==> src/rtl/psp_pkg.sv <==
`default_nettype none
package psp_pkg;

   // store geometry
   localparam int MAX_REF_POINTS = 4096;
   localparam int ADDR_W         = $clog2(MAX_REF_POINTS);
   localparam int COUNT_W        = $clog2(MAX_REF_POINTS + 1);

   // field widths
   localparam int COORD_W = 32;
   localparam int LIMIT_W = 31;
   localparam int FACE_W  = 20;
   localparam int POINT_W = 3 * COORD_W;

   // distance limit after reset, about 1e-5 in Q7.24
   localparam logic [LIMIT_W-1:0] LIMIT_RESET = LIMIT_W'(168);

   // input word actions
   typedef enum logic [1:0] {
      ACT_LOAD  = 2'd0,
      ACT_QUERY = 2'd1,
      ACT_CLEAR = 2'd2,
      ACT_NONE  = 2'd3
   } action_type;

   // controller states
   typedef enum logic [1:0] {
      ST_IDLE   = 2'd0,
      ST_SCAN   = 2'd1,
      ST_DRAIN  = 2'd2,
      ST_FINISH = 2'd3
   } state_type;

   // controller to datapath
   typedef struct packed {
      logic do_load;
      logic do_clear;
      logic take_query;
      logic scan;
      logic finish;
   } cmd_type;

   // datapath to controller
   typedef struct packed {
      logic query_skip;
      logic scan_last;
      logic pipe_busy;
      logic hit;
   } status_type;

endpackage
`default_nettype wire

==> src/rtl/psp_ctrl.sv <==
`default_nettype none
module psp_ctrl (
   input  wire logic                clock,
   input  wire logic                reset,
   input  wire logic                start,
   input  wire logic [1:0]          req_action,
   input  wire psp_pkg::status_type status,
   output psp_pkg::cmd_type         cmd,
   output logic                     busy
);

   psp_pkg::state_type state_ff, state_in;
   psp_pkg::action_type action;

   assign action = psp_pkg::action_type'(req_action);

   // state register
   always_ff @(posedge clock) begin
      if (reset) begin
         state_ff <= psp_pkg::ST_IDLE;
      end else begin
         state_ff <= state_in;
      end
   end

   // next state and commands
   always_comb begin
      state_in = state_ff;
      cmd      = '0;
      unique case (state_ff)
         psp_pkg::ST_IDLE: begin
            if (start) begin
               unique case (action)
                  psp_pkg::ACT_LOAD: begin
                     cmd.do_load = 1'b1;
                  end
                  psp_pkg::ACT_QUERY: begin
                     cmd.take_query = 1'b1;
                     state_in = status.query_skip ? psp_pkg::ST_FINISH : psp_pkg::ST_SCAN;
                  end
                  psp_pkg::ACT_CLEAR: begin
                     cmd.do_clear = 1'b1;
                  end
                  default: begin
                  end
               endcase
            end
         end
         psp_pkg::ST_SCAN: begin
            cmd.scan = 1'b1;
            if (status.scan_last || status.hit) begin
               state_in = psp_pkg::ST_DRAIN;
            end
         end
         psp_pkg::ST_DRAIN: begin
            if (!status.pipe_busy) begin
               state_in = psp_pkg::ST_FINISH;
            end
         end
         psp_pkg::ST_FINISH: begin
            cmd.finish = 1'b1;
            state_in   = psp_pkg::ST_IDLE;
         end
         default: begin
            state_in = psp_pkg::ST_IDLE;
         end
      endcase
   end

   assign busy = (state_ff != psp_pkg::ST_IDLE);

endmodule
`default_nettype wire

==> config.mk <==
export PLATFORM = sky130hd
export DESIGN_NAME = psp_ctrl
export DESIGN_NICKNAME = d
export VERILOG_FILES = /design/src/rtl/psp_pkg.sv /design/src/rtl/psp_ctrl.sv
export SDC_FILE = /design/constraint.sdc
export NUM_CORES = 1
export LEC_CHECK = 0
export ABC_AREA = 0
export BUFFER_PORTS_ARGS = -buffer_cell sky130_fd_sc_hd__buf_2
export CORE_AREA = 5 5 42 44
export DETAILED_ROUTE_END_ITERATION = 6
export DIE_AREA = 0 0 47 49
export PLACE_DENSITY = 0.38
export SYNTH_ARGS = -nofsm -noshare
export SYNTH_HDL_FRONTEND = slang
export SYNTH_SLANG_ARGS = --single-unit
==> constraint.sdc <==
create_clock -name clock -period 2.7 [get_ports clock]
set_input_delay 0.54 -clock clock [delete_from_list [all_inputs] [get_ports clock]]
set_output_delay 0.54 -clock clock [all_outputs]
set_load 0.02 [all_outputs]
==> results_dict.tcl <==
set metrics [dict create \
    wl_met2_um 171 \
    final_hold_viol_count 0 \
    pin_count 15 \
    critPathMaxStageDelay_ns 0.33 \
    post_cts_buffers 0 \
    postCtsHoldBufs 0 \
    fin_crit_ns 1.872 \
    port_buffers 14 \
    power_uw 332.2 \
    instances_no_fill 57 \
    core_region_area_mm2 0.001401 \
    dieArea_mm2 0.002303 \
    grt_pass1_vias 214 \
    place_congestion 0.7087 \
    ctsLongestPathBuffers 2 \
    grt_pass1_wl_um 793 \
    yosys.area.top_type_share 0.2959 \
    ys_warn_count 0 \
    grt.total_usage 0.05200 \
    largest_registers "state_ff: 2 flops" \
    startpoint_type "flop" \
    regArea_um2 40.04 \
    drv_cap 0 \
    rows 14 \
    syn_avg_cell_area_um2 8.811 \
    multiInputGateArea_um2 160.2 \
    power_density_mw_per_mm2 1025 \
    yosysSeqAreaShare 0.1893 \
    dr.pass1.iters 4 \
    worst-slew-pin-transition_ns 0.5347 \
    setup-tns-final_ns 0 \
    yosys_register_bits 2 \
    post-route-drc-count 0 \
    yosysTopAreaCell "ha_1" \
    routed_via_density 3.877 \
    outcome "finished, final reports clean" \
    insertion_delay_ns 0.22 \
    die_width_um 47 \
    layout_common_cells "buf_2 (14), ha_1 (5), inv_1 (3), nor2_1 (3), clkbuf_4 (3)" \
    ir_drop_uv 331.3 \
    maxSlewViolCount 0 \
    grt_max_degree 5 \
    fp.dieH_um 49 \
    wire_per_inst_um 8.947 \
    path_clk_slew_ns 0.03 \
    clock.fmax_mhz 534.2 \
    worst-path-buf-inv 2 \
    cp_cell_sequence "inv_1, ha_1, nand2_1, nor3b_1, buf_2" \
    cts_tree "done" \
    cts_resized 0 \
    nets 57 \
    crit_path_end_kind "output port" \
    place_hpwl_um 419.8 \
    fin_skew_ns 0.001917 \
    finalSetupViolations 0 \
    largest_reg_flops 2 \
    holdCritPathClass "reg -> reg" \
    slew_headroom 0.6435 \
    crit_family "flip-flops" \
    grt_overflow_total 0 \
    drtIter0Drc 4 \
    cts_buffers 3 \
    layout_commonest_cell "buf_2" \
    n_fill_cell 155 \
    antenna_found_initial 0 \
    period_share 0.6933 \
    worstPathMaxFanout 4 \
    syn_nets 38 \
    drive_above_1_share 0.4146 \
    htreeDepth 1 \
    diodes 0 \
    slowest_stage "dfxtp_1" \
    area_delta_synth_final_pct 53.25 \
    final_core_util 0.2313 \
    power.leakage_uw 0.0001835 \
    start_util 0.1509 \
    drt_wl_total_um 510 \
    m1WireLength_um 240 \
    cp.required_ns 2.16 \
    cts.sinks 2 \
    clockRootBuffer "clkbuf_4" \
    rsz0062_at_grt "no" \
    regMostFlops "state_ff" \
    syn_area_um2 211.5 \
    yosysUniqueCellTypes 13 \
    dp.cells 54 \
    synth_area_leaders "ha_1 (30%), dfxtp_1 (19%), mux2i_1 (9.5%), nor3b_1 (7.1%), inv_1 (5.3%)" \
    crit_arrival_ns 1.33 \
    highest_layer "met3" \
    path_class "reg -> out" \
    vias 221 \
    ant_nets 0 \
    synthCells 24 \
    route.met3.wl_um 98 \
]
==> metrics by stage <==
step	cell area [um2]	hold slack [ns]	setup slack, ns
2_1_floorplan	211.5	0.4818	0.9477
3_3_place_gp	301.5	0.5205	0.9305
3_5_place_dp	301.5	0.5161	0.9528
4_1_cts	324.1	0.5201	0.8085
5_1_grt	324.1	0.5665	0.6822
6_report	324.1	0.5135	0.8280
==> Yosys cell counts <==
library cell	instances
a222oi_1	1
dfxtp_1	2
ha_1	5
inv_1	3
mux2_1	1
mux2i_1	2
nand2_1	1
nand2b_1	1
nand3b_1	1
nor2_1	3
nor3_1	1
nor3b_1	2
o21bai_1	1
==> worst reg2reg max path, cell delays in order, from the launching register on <==
cell	delay, ns
dfxtp_1	0.37
inv_1	0.10
ha_1	0.23
a222oi_1	0.53
mux2_1	0.37
==> metal layers <==
layer,vias up,track usage
li1,118,-
met1,85,0.06332
met2,18,0.06109
met3,0,0.01107
met4,0,0.06912
met5,-,0
==> kinds of logic after synthesis <==
logic type      count (synthesis)  synth area share
mux                             3            0.1479
compound gates                  2           0.08286
fa+ha+maj                       5            0.2959
simple gates                    9            0.2307
flops                           2            0.1894
buf+inv                         3           0.05325
==> cell type report <==
class	instances	share of cell area
repair buffers	14	0.2162
flip-flops and latches	2	0.1236
well taps	16	0.06178
inverters	3	0.03475
multi-input cells	19	0.4942
clock buffers	3	0.06950
==> power breakdown <==
part | internal (uW) | switching, uW | leakage (uW)
Clock | 49.0 | 16.0 | 0.0000138
Sequential | 44.9 | 13.3 | 0.0000165
Combinational | 86.7 | 122 | 0.000153
Total | 181 | 152 | 0.000184
==> worst paths after layout <==
check / startpoint / end / slack (ns) / depth (start not counted)
worst min-delay path: state_ff[0] / state_ff[0] / 0.51 / 2
worst max register to register: state_ff[0] / state_ff[1] / 0.99 / 4
worst max-delay path: state_ff[0] / cmd[3] / 0.83 / 5
worst min register to register: state_ff[0] / state_ff[0] / 0.51 / 2
Note: power is estimated with default switching activity, not from simulation.
